## src/sv/eiot_pkg.sv

```systemverilog
`timescale 1ns / 1ps
// Package for the encoder index offset tracker.
// Holds the widths, pulse thresholds, register indexes and sequencer states.
package eiot_pkg;

    localparam int COUNT_WIDTH = 16;
    // Low COUNT_WIDTH bits of the 16-bit sampled counter are used.
    localparam logic [15:0] CNT_MASK = 16'((64'd1 << COUNT_WIDTH) - 64'd1);

    localparam logic [2:0] PULSE_SAT   = 3'd5;
    localparam logic [2:0] PULSE_LEARN = 3'd3;

    // Magnitude of count + offset fits in 17 bits; one dividend bit per step.
    localparam int MAG_W     = 17;
    localparam int STEP_CW   = $clog2(MAG_W + 1);

    localparam logic [15:0] CPR_RESET = 16'd4096;
    localparam logic [15:0] MID_RESET = 16'd2048;
    localparam logic [15:0] TOL_RESET = 16'd64;

    localparam logic [1:0] REG_CPR = 2'd0;
    localparam logic [1:0] REG_MID = 2'd1;
    localparam logic [1:0] REG_TOL = 2'd2;

    localparam logic [1:0] ADJ_ZERO = 2'b00;
    localparam logic [1:0] ADJ_UP   = 2'b01;
    localparam logic [1:0] ADJ_DOWN = 2'b11;

    typedef enum logic [2:0] {
        ST_IDLE,
        ST_DECODE,
        ST_MAG,
        ST_DIV,
        ST_FIX,
        ST_DEV,
        ST_DEV_NEG,
        ST_OUT
    } state_t;

endpackage

```

## src/sv/encoder_index_offset_tracker_top.sv

```systemverilog
`timescale 1ns / 1ps
// Encoder index offset tracker: gate-closed, counting and learning pulses go from ST_DECODE
// straight to ST_OUT; tracking pulses pass ST_MAG, the bit-serial remainder loop ST_DIV, ST_FIX,
// ST_DEV and, only when index_position lies above mid_position, ST_DEV_NEG before ST_OUT.
// One transaction at a time: s_tready is high only while the sequencer is idle; a result
// waiting in the output register does not block the next input transaction.
// A new transaction is accepted only after ST_OUT has written the previous one to the output register.
// aresetn (synchronous, active low) clears pulse count, offset, target and loss flag and
// restores counts_per_rev 4096, mid_position 2048, tolerance 64.
// Depends on eiot_pkg.
module encoder_index_offset_tracker_top (
    input  logic        aclk,
    input  logic        aresetn,
    input  logic        s_tvalid,
    output logic        s_tready,
    input  logic [15:0] s_tdata,   // [15:0] encoder_count
    input  logic [1:0]  s_tuser,   // [0] encoder_ready, [1] hall_learned
    output logic        m_tvalid,
    input  logic        m_tready,
    // [1:0] count_adjust, [17:2] index_position, [33:18] deviation,
    // [34] error_now, [35] error_latched, [39:36] zero
    output logic [39:0] m_tdata,
    input  logic        cfg_we,
    input  logic [1:0]  cfg_index,
    input  logic [15:0] cfg_data
);

    eiot_pkg::state_t state_reg, state_next;

    logic [15:0] cpr_reg, mid_reg, tol_reg;
    logic [2:0]  pulse_count_reg, pulse_count_next;
    logic [17:0] offset_reg, offset_next;
    logic [16:0] target_reg, target_next;
    logic        loss_flag_reg, loss_flag_next;

    logic [15:0] count_reg, count_next;
    logic        gate_reg, gate_next;
    logic [17:0] sum_reg, sum_next;
    logic [16:0] mag_reg, mag_next;
    logic [15:0] rem_reg, rem_next;
    logic        neg_reg, neg_next;
    logic [eiot_pkg::STEP_CW-1:0] step_reg, step_next;
    logic [15:0] idx_reg, idx_next;
    logic [15:0] dev_reg, dev_next;
    logic        track_reg, track_next;
    logic        lerr_reg, lerr_next;

    logic        m_tvalid_reg, m_tvalid_next;
    logic [39:0] m_tdata_reg, m_tdata_next;

    // shared add/subtract unit
    logic [17:0] unit_a, unit_b;
    logic        unit_sub;
    logic [18:0] unit_res;
    logic        unit_borrow;

    logic [15:0] cpr_eff;
    logic [16:0] rem_shift;
    logic [2:0]  pulse_inc;
    logic        err_now;
    logic [1:0]  adjust;

    assign unit_res    = {1'b0, unit_a} + {1'b0, (unit_sub ? ~unit_b : unit_b)}
                         + {18'd0, unit_sub};
    assign unit_borrow = unit_sub & ~unit_res[18];

    assign cpr_eff   = (cpr_reg == 16'd0) ? 16'd1 : cpr_reg;
    assign rem_shift = {rem_reg, mag_reg[eiot_pkg::MAG_W-1]};
    assign pulse_inc = (pulse_count_reg >= eiot_pkg::PULSE_SAT) ? eiot_pkg::PULSE_SAT
                                                                 : pulse_count_reg + 3'd1;

    assign s_tready = aresetn && (state_reg == eiot_pkg::ST_IDLE);
    assign m_tvalid = m_tvalid_reg;
    assign m_tdata  = m_tdata_reg;

    always_ff @(posedge aclk) begin
        if (!aresetn) begin
            cpr_reg <= eiot_pkg::CPR_RESET;
            mid_reg <= eiot_pkg::MID_RESET;
            tol_reg <= eiot_pkg::TOL_RESET;
        end else if (cfg_we) begin
            case (cfg_index)
                eiot_pkg::REG_CPR: cpr_reg <= cfg_data;
                eiot_pkg::REG_MID: mid_reg <= cfg_data;
                eiot_pkg::REG_TOL: tol_reg <= cfg_data;
                default: ;
            endcase
        end
    end

    always_ff @(posedge aclk) begin
        if (!aresetn) begin
            state_reg       <= eiot_pkg::ST_IDLE;
            pulse_count_reg <= 3'd0;
            offset_reg      <= 18'd0;
            target_reg      <= 17'd0;
            loss_flag_reg   <= 1'b0;
            m_tvalid_reg    <= 1'b0;
            step_reg        <= '0;
        end else begin
            state_reg       <= state_next;
            pulse_count_reg <= pulse_count_next;
            offset_reg      <= offset_next;
            target_reg      <= target_next;
            loss_flag_reg   <= loss_flag_next;
            m_tvalid_reg    <= m_tvalid_next;
            step_reg        <= step_next;
        end
    end

    // datapath registers, no reset needed
    always_ff @(posedge aclk) begin
        count_reg   <= count_next;
        gate_reg    <= gate_next;
        sum_reg     <= sum_next;
        mag_reg     <= mag_next;
        rem_reg     <= rem_next;
        neg_reg     <= neg_next;
        idx_reg     <= idx_next;
        dev_reg     <= dev_next;
        track_reg   <= track_next;
        lerr_reg    <= lerr_next;
        m_tdata_reg <= m_tdata_next;
    end

    always_comb begin
        state_next       = state_reg;
        pulse_count_next = pulse_count_reg;
        offset_next      = offset_reg;
        target_next      = target_reg;
        loss_flag_next   = loss_flag_reg;
        count_next       = count_reg;
        gate_next        = gate_reg;
        sum_next         = sum_reg;
        mag_next         = mag_reg;
        rem_next         = rem_reg;
        neg_next         = neg_reg;
        step_next        = step_reg;
        idx_next         = idx_reg;
        dev_next         = dev_reg;
        track_next       = track_reg;
        lerr_next        = lerr_reg;
        m_tvalid_next    = m_tvalid_reg;
        m_tdata_next     = m_tdata_reg;
        unit_a           = 18'd0;
        unit_b           = 18'd0;
        unit_sub         = 1'b1;
        err_now          = 1'b0;
        adjust           = eiot_pkg::ADJ_ZERO;

        if (m_tvalid_reg && m_tready) begin
            m_tvalid_next = 1'b0;
        end

        case (state_reg)
            eiot_pkg::ST_IDLE: begin
                if (s_tvalid) begin
                    count_next = s_tdata & eiot_pkg::CNT_MASK;
                    gate_next  = s_tuser[0] & s_tuser[1];
                    state_next = eiot_pkg::ST_DECODE;
                end
            end
            eiot_pkg::ST_DECODE: begin
                track_next = 1'b0;
                lerr_next  = 1'b0;
                idx_next   = 16'd0;
                dev_next   = 16'd0;
                state_next = eiot_pkg::ST_OUT;
                if (gate_reg) begin
                    pulse_count_next = pulse_inc;
                    if (pulse_inc >= eiot_pkg::PULSE_SAT) begin
                        // count + offset
                        unit_a     = {2'd0, count_reg};
                        unit_b     = offset_reg;
                        unit_sub   = 1'b0;
                        sum_next   = unit_res[17:0];
                        track_next = 1'b1;
                        state_next = eiot_pkg::ST_MAG;
                    end else if (pulse_inc >= eiot_pkg::PULSE_LEARN) begin
                        unit_a      = {2'd0, mid_reg};
                        unit_b      = {2'd0, count_reg};
                        offset_next = unit_res[17:0];
                        target_next = {1'b0, count_reg};
                        // offset outside +-mid reduces to count > 2*mid
                        lerr_next   = {1'b0, count_reg} > {mid_reg, 1'b0};
                    end
                end
            end
            eiot_pkg::ST_MAG: begin
                unit_a     = 18'd0;
                unit_b     = sum_reg;
                neg_next   = sum_reg[17];
                mag_next   = sum_reg[17] ? unit_res[16:0] : sum_reg[16:0];
                rem_next   = 16'd0;
                step_next  = eiot_pkg::STEP_CW'(eiot_pkg::MAG_W - 1);
                state_next = eiot_pkg::ST_DIV;
            end
            eiot_pkg::ST_DIV: begin
                // restoring remainder step, one dividend bit per cycle
                unit_a   = {1'b0, rem_shift};
                unit_b   = {2'd0, cpr_eff};
                rem_next = unit_borrow ? rem_shift[15:0] : unit_res[15:0];
                mag_next = {mag_reg[eiot_pkg::MAG_W-2:0], 1'b0};
                if (step_reg == '0) begin
                    state_next = eiot_pkg::ST_FIX;
                end else begin
                    step_next = step_reg - 1'b1;
                end
            end
            eiot_pkg::ST_FIX: begin
                unit_a     = {2'd0, cpr_eff};
                unit_b     = {2'd0, rem_reg};
                idx_next   = (neg_reg && rem_reg != 16'd0) ? unit_res[15:0] : rem_reg;
                state_next = eiot_pkg::ST_DEV;
            end
            eiot_pkg::ST_DEV: begin
                unit_a   = {2'd0, mid_reg};
                unit_b   = {2'd0, idx_reg};
                dev_next = unit_res[15:0];
                state_next = unit_borrow ? eiot_pkg::ST_DEV_NEG : eiot_pkg::ST_OUT;
            end
            eiot_pkg::ST_DEV_NEG: begin
                unit_a     = {2'd0, idx_reg};
                unit_b     = {2'd0, mid_reg};
                dev_next   = unit_res[15:0];
                state_next = eiot_pkg::ST_OUT;
            end
            eiot_pkg::ST_OUT: begin
                err_now = lerr_reg | (track_reg & (dev_reg >= tol_reg));
                if (track_reg && !err_now) begin
                    if ({1'b0, count_reg} < target_reg) begin
                        adjust = eiot_pkg::ADJ_UP;
                    end else if ({1'b0, count_reg} > target_reg) begin
                        adjust = eiot_pkg::ADJ_DOWN;
                    end
                end
                if (!m_tvalid_reg || m_tready) begin
                    loss_flag_next = loss_flag_reg | err_now;
                    m_tvalid_next  = 1'b1;
                    m_tdata_next   = {4'd0, loss_flag_reg | err_now, err_now,
                                      dev_reg, idx_reg, adjust};
                    state_next     = eiot_pkg::ST_IDLE;
                end
            end
            default: state_next = eiot_pkg::ST_IDLE;
        endcase
    end

    // the sticky loss flag only clears through reset
    assert property (@(posedge aclk) disable iff (!aresetn)
        loss_flag_reg |=> loss_flag_reg)
        else $error("loss flag cleared without reset");

    assert property (@(posedge aclk) disable iff (!aresetn)
        pulse_count_reg <= eiot_pkg::PULSE_SAT)
        else $error("pulse count above saturation");

    // remainder stays reduced during the bit-serial loop
    assert property (@(posedge aclk) disable iff (!aresetn)
        (state_reg == eiot_pkg::ST_DIV || state_reg == eiot_pkg::ST_FIX)
        |-> (rem_reg < cpr_eff))
        else $error("remainder not below counts_per_rev");

    assert property (@(posedge aclk) disable iff (!aresetn)
        (m_tvalid && m_tdata[34]) |-> m_tdata[35])
        else $error("error reported without latched flag");

    assert property (@(posedge aclk) disable iff (!aresetn)
        (m_tvalid && m_tdata[1:0] != eiot_pkg::ADJ_ZERO) |-> !m_tdata[34])
        else $error("correction issued on an error transaction");

endmodule
```

## config.mk

```make
export PLATFORM = sky130hd
export DESIGN_NAME = encoder_index_offset_tracker_top
export DESIGN_NICKNAME = d
export VERILOG_FILES = /design/src/sv/eiot_pkg.sv /design/src/sv/encoder_index_offset_tracker_top.sv
export SDC_FILE = /design/constraint.sdc
export NUM_CORES = 1
export LEC_CHECK = 0
export BUFFER_PORTS_ARGS = -buffer_cell sky130_fd_sc_hd__buf_2
export CAP_MARGIN = 10
export CORE_UTILIZATION = 35
export DETAILED_ROUTE_END_ITERATION = 7
export SLEW_MARGIN = 10
export SYNTH_ARGS = -nofsm -noshare
export SYNTH_HDL_FRONTEND = slang
export SYNTH_SLANG_ARGS = --single-unit
export TNS_END_PERCENT = 30
```

## constraint.sdc

```tcl
create_clock -name aclk -period 5 [get_ports aclk]
set_clock_uncertainty 0.1 [all_clocks]
set_input_delay 0.75 -clock aclk [delete_from_list [all_inputs] [get_ports aclk]]
set_output_delay 0.75 -clock aclk [all_outputs]
set_load 0.05 [all_outputs]
```

==> out/metrics.csv, run 1 <==
metric;value;unit
global route overflow;0;
Buffers on Ports;78;
hpwl dp;31000;um
vias in the first global route;9479;
outcome;complete, no violations;
Hold Fails Final Rpt;0;
clk slew on worst S/H paths;0.06;ns
most common flop cell mapped by yosys;edfxtp_1;
PwrDens;467;mW/mm^2
Final period util;97.6;%
sw frac;34.8;%
Routed met2 length;18200;um
Crit Path Max Fanout;24;
antenna-violating nets left;0;
Fill cells;3396;
cts hold-fix bufs;0;
Async SR Flop Fraction;0;%
CP Class;reg2reg;
Internal;4.52;mW
Final TNS setup;0;ns
main area contributors after synthesis;edfxtp_1, dfxtp_1, nand2_1, ha_1, mux2i_1;
metal3 WL;3450;um
largest net degree at the start of global routing;96;
Nets;1490;
wire per inst;22.5;um
Avg Cell Area, Syn;9.90;sq um
Power Total;6.93;mW
Finished Layout Cells;1857;
ratio of cells with drive above 1 in the final layout;18.5;%
CTS tree;yes;
die area;0.0359;sq mm
#FFs+latches synth;234;
Max-slew headroom;13.0;%
unique cell type count in the Yosys netlist;72;
mapped cell area;0.0123;sq mm
Tightest Pin Transition;1.30;ns
Seq/Total Area, Yosys;49.3;%
First-pass DRT Iterations;5;
crit path time final;4.88;ns
WP data required;5.28;ns
share of the synthesized area in the top cell type;33.9;%
RSZ-0062 raised after global routing;no;
DR vias;10161;
core region area;0.0345;sq mm
Worst EP arrival;5.16;ns
clock share of power;30.8;%
Root Buffer;clkbuf_16;
1st-iter DRT viols;747;
clk_lat worst skew;0.55;ns
first-pass GRT wire length;60500;um
Starting Density;35.7;%
clock buffer depth;3;
Detailed Route WL;41700;um
gpl congestion;0.977;
count leader, synth;nand2_1;
CTS Buf Count;27;
finished layout cell area;0.0149;sq mm
NetSw;2.41;mW
DRC violations left;0;
Top Ports;83;
# Max-Cap Violations;0;
max reg flops;36;
clock tree sinks;234;
placed cell area;0.0138;sq mm
dpl cells;1802;
M1 WL;18200;um
Yosys warnings;0;
row count;68;
Vert. Die Dim;190;um
setup violators final;0;
number of synthesized flops with an enable pin;139;
antenna violations before repair;4;
top cell type by total area after synthesis;edfxtp_1;
H-Tree Depth;1;
All-Layer GR Usage;22.8;%
FMAX;0.205;GHz
sequential share of power;35.7;%
Layout area overhead;20.6;%
HP Class;in2reg;
multi-input logic area;0.00577;sq mm
most frequent cells after synthesis;nand2_1, edfxtp_1, dfxtp_1;
Max VDD drop;0.282;mV
leakage power;5.69;nW
Sequential cell area;0.00608;sq mm
post-synthesis cell count;1244;
Critical Path Source Type;flip-flop;
Crit. End Element;flip-flop;
max layer used;met5;
Gate power share;33.5;%
max-slew violation count;0;
die width;190;um
Via density;5.47;
Antenna Cells;0;
[critical path, stage by stage (launching register included)]
cell      delay, ns
dfxtp_1        0.38
buf_4          0.32
inv_1          0.09
buf_4          0.19
buf_4          0.17
a221oi_1       0.58
o22ai_1        0.14
a21oi_1        0.25
fa_1           0.27
a211oi_2       0.09
buf_4          0.14
o21bai_1       0.18
a21oi_1        0.12
o21ai_0        0.19
a21oi_1        0.11
xnor2_1        1.00
mux2i_1        0.18
o21ai_0        0.22
[path summary, 6_finish.rpt]
path,start,to,slack (ns),depth (start not counted)
max reg2reg,state_reg[0],mag_reg[8],0.12,17
min reg2reg,offset_reg[7],offset_reg[7],0.36,2
max,state_reg[0],mag_reg[8],0.12,17
min,s_tdata[3],count_reg[3],0.28,1
[repair_timing]
action,in CTS,in global routing
setup buffers,0,3
resized for setup,3,11
cloned,0,2
pin swaps,0,4
setup endpoints to repair,17,24
[per-stage QoR]
stage / hold slack (ns) / util [%] / setup WS, ns
after global routing: 0.260 / 43.0 / 0.00711
after detailed placement: 0.346 / 39.8 / -0.0958
after floorplan: 0.324 / - / 0.0475
after CTS: 0.262 / 42.6 / 0.0662
after global placement: 0.341 / 39.8 / -0.0193
final: 0.279 / 43.0 / 0.120
[power groups by stage]
| stage | clock network [mW] | logic, mW | registers [mW] |
|---|---|---|---|
| 2_1_floorplan | 0 | 1.22 | 2.44 |
| 3_3_place_gp | 0 | 2.19 | 2.51 |
| 3_5_place_dp | 0 | 2.19 | 2.51 |
| 4_1_cts | 2.17 | 2.21 | 2.47 |
| 5_1_grt | 2.24 | 2.46 | 2.49 |
| 6_report | 2.13 | 2.32 | 2.48 |
[cells in the final DEF, fill, tap and decap left out, types with 4 or more instances in the layout]
| cell type | instances |
|---|---|
| nor2b_1 | 11 |
| mux2_2 | 10 |
| a211oi_1 | 13 |
| a221o_1 | 17 |
| o211a_1 | 4 |
| nand4_1 | 7 |
| o21a_1 | 11 |
| a21boi_0 | 70 |
| edfxtp_1 | 139 |
| ha_1 | 67 |
| o2111ai_1 | 6 |
| a221oi_1 | 20 |
| o22ai_1 | 18 |
| a21oi_1 | 46 |
| and2_1 | 15 |
| xor2_1 | 5 |
| clkbuf_16 | 29 |
| o21ai_0 | 53 |
| mux2i_1 | 52 |
| nor3_1 | 10 |
| dfxtp_1 | 93 |
| nand3_1 | 20 |
| clkinv_2 | 8 |
| clkbuf_1 | 4 |
| nand2_1 | 230 |
| a21o_1 | 21 |
| nand2b_1 | 9 |
| conb_1 | 4 |
| xnor2_1 | 10 |
| buf_4 | 91 |
| bufinv_16 | 6 |
| inv_1 | 77 |
| nor4_1 | 9 |
| buf_2 | 78 |
| nor2_1 | 59 |
| o21ai_1 | 5 |
[final cells by class]
class,instances,area share [%]
clock buffer,32,4.74
inverter,79,2.00
timing repair buffer,174,7.97
multi-input combinational,865,38.8
tap,455,3.83
sequential,234,40.9
clock inverter,18,1.68
[per-layer routing]
| layer | GRT usage [%] | vias to the layer above |
|---|---|---|
| li1 | - | 4749 |
| met1 | 30.7 | 4929 |
| met2 | 35.4 | 389 |
| met3 | 5.39 | 92 |
| met4 | 8.87 | 2 |
| met5 | 0 | - |
[cell families (layout without fill, tap and decap cells)]
group	Yosys count	in the layout	synth area share, %
other	1	4	0.0304
AND/OR/NAND/NOR	392	392	13.9
buffers and inverters	148	303	4.65
XOR/XNOR	17	17	1.27
multiplexers	65	65	5.44
adder cells (fa/ha/maj)	68	68	6.97
AO/OA/AOI/OAI	319	319	18.4
flip-flops	234	234	49.3
No activity file was read; power rests on OpenSTA's default activity.
==> run 2: changes to the inputs <==
- CELL_PAD_IN_SITES_DETAIL_PLACEMENT: default -> 1
- CELL_PAD_IN_SITES_GLOBAL_PLACEMENT: default -> 1
- PLACE_DENSITY_LB_ADDON: default -> 0.1
==> out/metrics.csv, run 2 (same netlist as run 1, synthesis figures left out) <==
metric;value;unit
reg2reg start;pulse_count_reg[1];
DRC violations left;0;
Critical Path Source Type;flip-flop;
Nets;1490;
clk_lat worst skew;0.56;ns
Hold Slack;0.272;ns
post-layout util;43.0;%
Final period util;95.6;%
Via density;5.51;
commonest non-fill, non-tap cell in the layout;nand2_1;
antenna-violating nets left;0;
leakage power;5.66;nW
Layout area overhead;20.6;%
CP max-delay cell;o21ai_0;
Root Buffer;clkbuf_16;
CP Class;reg2reg;
WP buf/inv;3;
Crit. End Element;flip-flop;
Final TNS setup;0;ns
gpl congestion;0.905;
FF-to-FF path depth;19;
commonest non-fill, non-tap cells in the layout;nand2_1, edfxtp_1, dfxtp_1;
WP data required;5.19;ns
outcome;complete, no violations;
Tightest Pin Transition;1.08;ns
antenna violations before repair;3;
PwrDens;457;mW/mm^2
core region area;0.0345;sq mm
HP Class;in2reg;
Crit Path Max Fanout;6;
clk slew on worst S/H paths;0.06;ns
Worst EP arrival;4.97;ns
First-pass DRT Iterations;5;
WP depth;19;
Starting Density;35.7;%
reg2reg end;rem_reg[1];
flop2flop setup slack;0.22;ns
hpwl dp;33500;um
CP max stage delay;0.43;ns
1st-iter DRT viols;563;
H-Tree Depth;1;
hold path start;s_tdata[10];
FMAX;0.209;GHz
# Max-Cap Violations;0;
first-pass GRT wire length;65900;um
ratio of cells with drive above 1 in the final layout;18.5;%
max reg flops;36;
wire per inst;24.1;um
die area;0.0359;sq mm
Buffers on Ports;78;
Sequential cell area;0.00608;sq mm
Power Total;6.79;mW
clock tree sinks;234;
Finished Layout Cells;1858;
CTS tree;yes;
row count;68;
Vert. Die Dim;190;um
multi-input logic area;0.00579;sq mm
CP Cell Sequence;buf_4 -> o21ai_0 -> a211oi_1 -> o21a_1 -> a221o_1 -> mux2_4 -> fa_2 -> a211oi_4 -> o21ai_1 -> a41o_1 -> o41ai_2 -> buf_4 -> nor2_1 -> o21a_1 -> o21ai_2 -> a32oi_4 -> buf_12 -> mux2i_2 -> nor2_1;
Hold Fails Final Rpt;0;
RSZ-0062 raised after global routing;no;
crit path time final;4.78;ns
hold path depth;1;
dpl cells;1803;
All-Layer GR Usage;24.8;%
Top Ports;83;
Detailed Route WL;44800;um
DR vias;10233;
CP delay by family, top;compound AO/OA/AOI/OAI gates;
clock buffer depth;3;
max-slew violation count;0;
CTS Buf Count;28;
vias in the first global route;10236;
Fill cells;3932;
die width;190;um
Hold EP;count_reg[10];
global route overflow;0;
setup violators final;0;
Max-slew headroom;27.2;%
Max VDD drop;0.272;mV
largest net degree at the start of global routing;53;
run 2: metrics by stage:
step / worst slack (ns) / area (sq um)
floorplan: 0.0475 / 12300
global placement: 0.0335 / 13800
detailed placement: -0.0669 / 13800
CTS: 0.0524 / 14700
global route: 0.00604 / 14800
finish: 0.222 / 14900
run 2: how the worst max path moves through the flow:
| stage | startpoint | end | slack [ns] |
|---|---|---|---|
| finish | pulse_count_reg[1] | rem_reg[1] | 0.22 |
| global route | pulse_count_reg[0] | rem_reg[1] | 0.006 |
| CTS | pulse_count_reg[1] | rem_reg[6] | 0.05 |
| detailed placement | pulse_count_reg[1] | rem_reg[6] | -0.07 |
| global placement | pulse_count_reg[1] | rem_reg[7] | 0.03 |
| floorplan | state_reg[0] | rem_reg[13] | 0.05 |
run 2: report_power, final:
| group | internal [mW] | switching [mW] | total, mW |
|---|---|---|---|
| clock network | 1.23 | 0.829 | 2.06 |
| logic | 0.829 | 1.42 | 2.25 |
| registers | 2.32 | 0.171 | 2.49 |
run 2: final cells by class:
type	count	area share, %
tap	455	3.83
multi-input combinational	865	39.0
clock inverter	7	0.522
inverter	79	2.00
sequential	234	40.9
clock buffer	44	5.77
antenna	1	0.0169
timing repair buffer	173	7.95
run 2: worst register-to-register path, stage by stage, from the launching register on:
cell and delay (ns):
dfxtp_2 0.33, buf_4 0.13, o21ai_0 0.43, a211oi_1 0.15, o21a_1 0.24, a221o_1 0.32
mux2_4 0.29, fa_2 0.37, a211oi_4 0.26, o21ai_1 0.13, a41o_1 0.23, o41ai_2 0.27
buf_4 0.16, nor2_1 0.04, o21a_1 0.19, o21ai_2 0.21, a32oi_4 0.21, buf_12 0.22
mux2i_2 0.18, nor2_1 0.05
run 2: timing repair:
item	4_1_cts	5_1_grt
cloned	0	2
setup endpoints to repair	16	26
pin swaps	0	5
hold buffers	0	0
gates resized for setup	2	21
buffers inserted	0	1
run 2: layer usage:
layer / vias up / part of all wire (%) / track usage [%]
met3: 68 / 5.6 / 3.56
met1: 5120 / 46 / 34.3
met5: - / 0.025 / 0
li1: 4743 / - / -
met2: 300 / 46 / 40.5
met4: 2 / 2.8 / 6.89
==> run 3: changes to the inputs <==
==> constraint.sdc (replaced) <==
create_clock -name aclk -period 5 [get_ports aclk]
set_clock_uncertainty 0.1 [all_clocks]
set_input_delay 0.25 -clock aclk [delete_from_list [all_inputs] [get_ports aclk]]
set_output_delay 0.25 -clock aclk [all_outputs]
set_load 0.05 [all_outputs]
==> out/metrics.csv, run 3 (same netlist as run 1, synthesis figures left out) <==
metric;value;unit
Max-slew headroom;24.5;%
Detailed Route WL;45400;um
First-pass DRT Iterations;5;
Vert. Die Dim;190;um
WP buf/inv;6;
H-Tree Depth;1;
flop2flop setup slack;0.27;ns
CP delay by family, top;compound AO/OA/AOI/OAI gates;
CTS tree;yes;
row count;68;
commonest non-fill, non-tap cell in the layout;nand2_1;
clock buffer depth;3;
Place WS;-0.110;ns
Critical Path Source Type;flip-flop;
Worst EP arrival;4.94;ns
Hold Fails Final Rpt;0;
Crit. End Element;flip-flop;
Tightest Pin Transition;1.12;ns
met1 global-route usage;33.4;%
die width;190;um
1st-iter DRT viols;631;
Nets;1530;
Hold EP;cpr_reg[12];
met2 Track Usage GR;40.8;%
busiest grt layer;met2;
# Max-Cap Violations;0;
vias in the first global route;10490;
CTS Buf Count;28;
HP Class;in2reg;
Via density;5.45;
FF-to-FF path depth;21;
Final period util;94.7;%
commonest non-fill, non-tap cells in the layout;nand2_1, edfxtp_1, buf_4;
DRC violations left;0;
met3 usage;5.39;%
wire per inst;23.9;um
max-slew violation count;0;
first-pass GRT wire length;67100;um
leakage power;5.79;nW
DR vias;10357;
FMAX;0.211;GHz
hold path start;aresetn;
global route overflow;0;
clk slew on worst S/H paths;0.06;ns
setup ws final;0.266;ns
antenna-violating nets left;0;
outcome;complete, no violations;
reg2reg start;state_reg[2];
Max VDD drop;0.223;mV
CP Class;reg2reg;
setup violators final;0;
die area;0.0359;sq mm
CP max stage delay;0.59;ns
clk_lat worst skew;0.57;ns
finished layout cell area;0.0151;sq mm
Starting Density;35.7;%
max reg flops;36;
core region area;0.0345;sq mm
Top Ports;83;
placed cell area;0.0138;sq mm
Root Buffer;clkbuf_16;
hpwl dp;33900;um
antenna violations before repair;2;
largest net degree at the start of global routing;42;
clock tree sinks;234;
Crit Path Max Fanout;16;
crit path time final;4.73;ns
post-layout util;43.7;%
CP Cell Sequence;buf_4 -> inv_1 -> nand2_1 -> inv_1 -> buf_4 -> a221oi_1 -> o22ai_1 -> a21oi_1 -> ha_1 -> o21ai_0 -> o21ai_1 -> a41o_1 -> o41ai_2 -> buf_4 -> nor2_1 -> o21a_1 -> o21ai_2 -> a32oi_4 -> buf_12 -> mux2i_1 -> nor2_1;
hold path depth;2;
CP most frequent cell;buf_4;
WP data required;5.20;ns
CP max-delay cell;a221oi_1;
Layout area overhead;22.7;%
gpl congestion;0.918;
reg2reg end;rem_reg[12];
ratio of cells with drive above 1 in the final layout;17.7;%
Buffers on Ports;78;
PwrDens;447;mW/mm^2
All-Layer GR Usage;25.3;%
## run 3: cell count changes in the layout (fill, tap and decap cells not counted), moves of 2 or more
cell / before / now
buf_12: 3 / 1
buf_4: 89 / 96
clkinv_1: 1 / 7
clkbuf_1: 8 / 6
dlygate4sd3_1: 0 / 35
## run 3: cell type report
| cell class | count | area (sq um) |
|---|---|---|
| flip-flops and latches | 234 | 6080 |
| fillers | 3921 | 19400 |
| clock buffers | 39 | 803 |
| well taps | 455 | 569 |
| clock inverters | 13 | 72.6 |
| repair buffers | 213 | 1540 |
| inverters | 79 | 297 |
| diodes | 1 | 2.50 |
| multi-input cells | 865 | 5750 |
## run 3: through the flow
stage	power (mW)	hold WS (ns)	cells	setup TNS, ns
after floorplan	3.66	0.249	1247	0
final	6.75	0.0745	1899	0
after detailed placement	4.69	0.328	1807	-1.17
after global placement	4.67	0.326	1807	0
after global routing	7.03	0.101	1898	-0.0147
after CTS	6.70	0.0499	1896	0
## run 3: power breakdown
part	internal (mW)	switching (mW)
clock	1.12	0.848
sequential	2.32	0.172
combinational	0.864	1.43
## run 3: routing by layer
metal  routed length [um]  share of wire [%]  vias up
met2                20800                 46      285
met3                 2810                6.2       80
met5                   13              0.029        -
li1                     -                  -     4820
met1                20300                 45     5170
met4                 1510                3.3        2
## run 3: how the worst max path moves through the flow
| stage | start | endpoint | cells past startpoint |
|---|---|---|---|
| after global routing | pulse_count_reg[1] | rem_reg[12] | 23 |
| after CTS | pulse_count_reg[1] | rem_reg[12] | 21 |
| after detailed placement | pulse_count_reg[1] | rem_reg[12] | 19 |
| after global placement | pulse_count_reg[1] | rem_reg[6] | 21 |
| after floorplan | state_reg[0] | rem_reg[13] | 17 |
| final | state_reg[2] | rem_reg[12] | 21 |
## run 3: worst reg2reg max path: cells and delay by family, from the launching register on
family / cells / cell delay, ns
AO/OA/AOI/OAI: 10 / 2.43
buffers and inverters: 6 / 0.99
flip-flops: 1 / 0.33
adder cells (fa/ha/maj): 1 / 0.26
AND/OR/NAND/NOR: 3 / 0.23
multiplexers: 1 / 0.16
## run 3: what timing repair did
action / 4_1_cts / 5_1_grt
setup buffers: 2 / 0
cloned: 0 / 2
pin swaps: 0 / 4
endpoints found under the setup margin: 16 / 23
hold buffers: 35 / 0
endpoints found under the hold margin: 66 / 0
gates resized for setup: 3 / 9
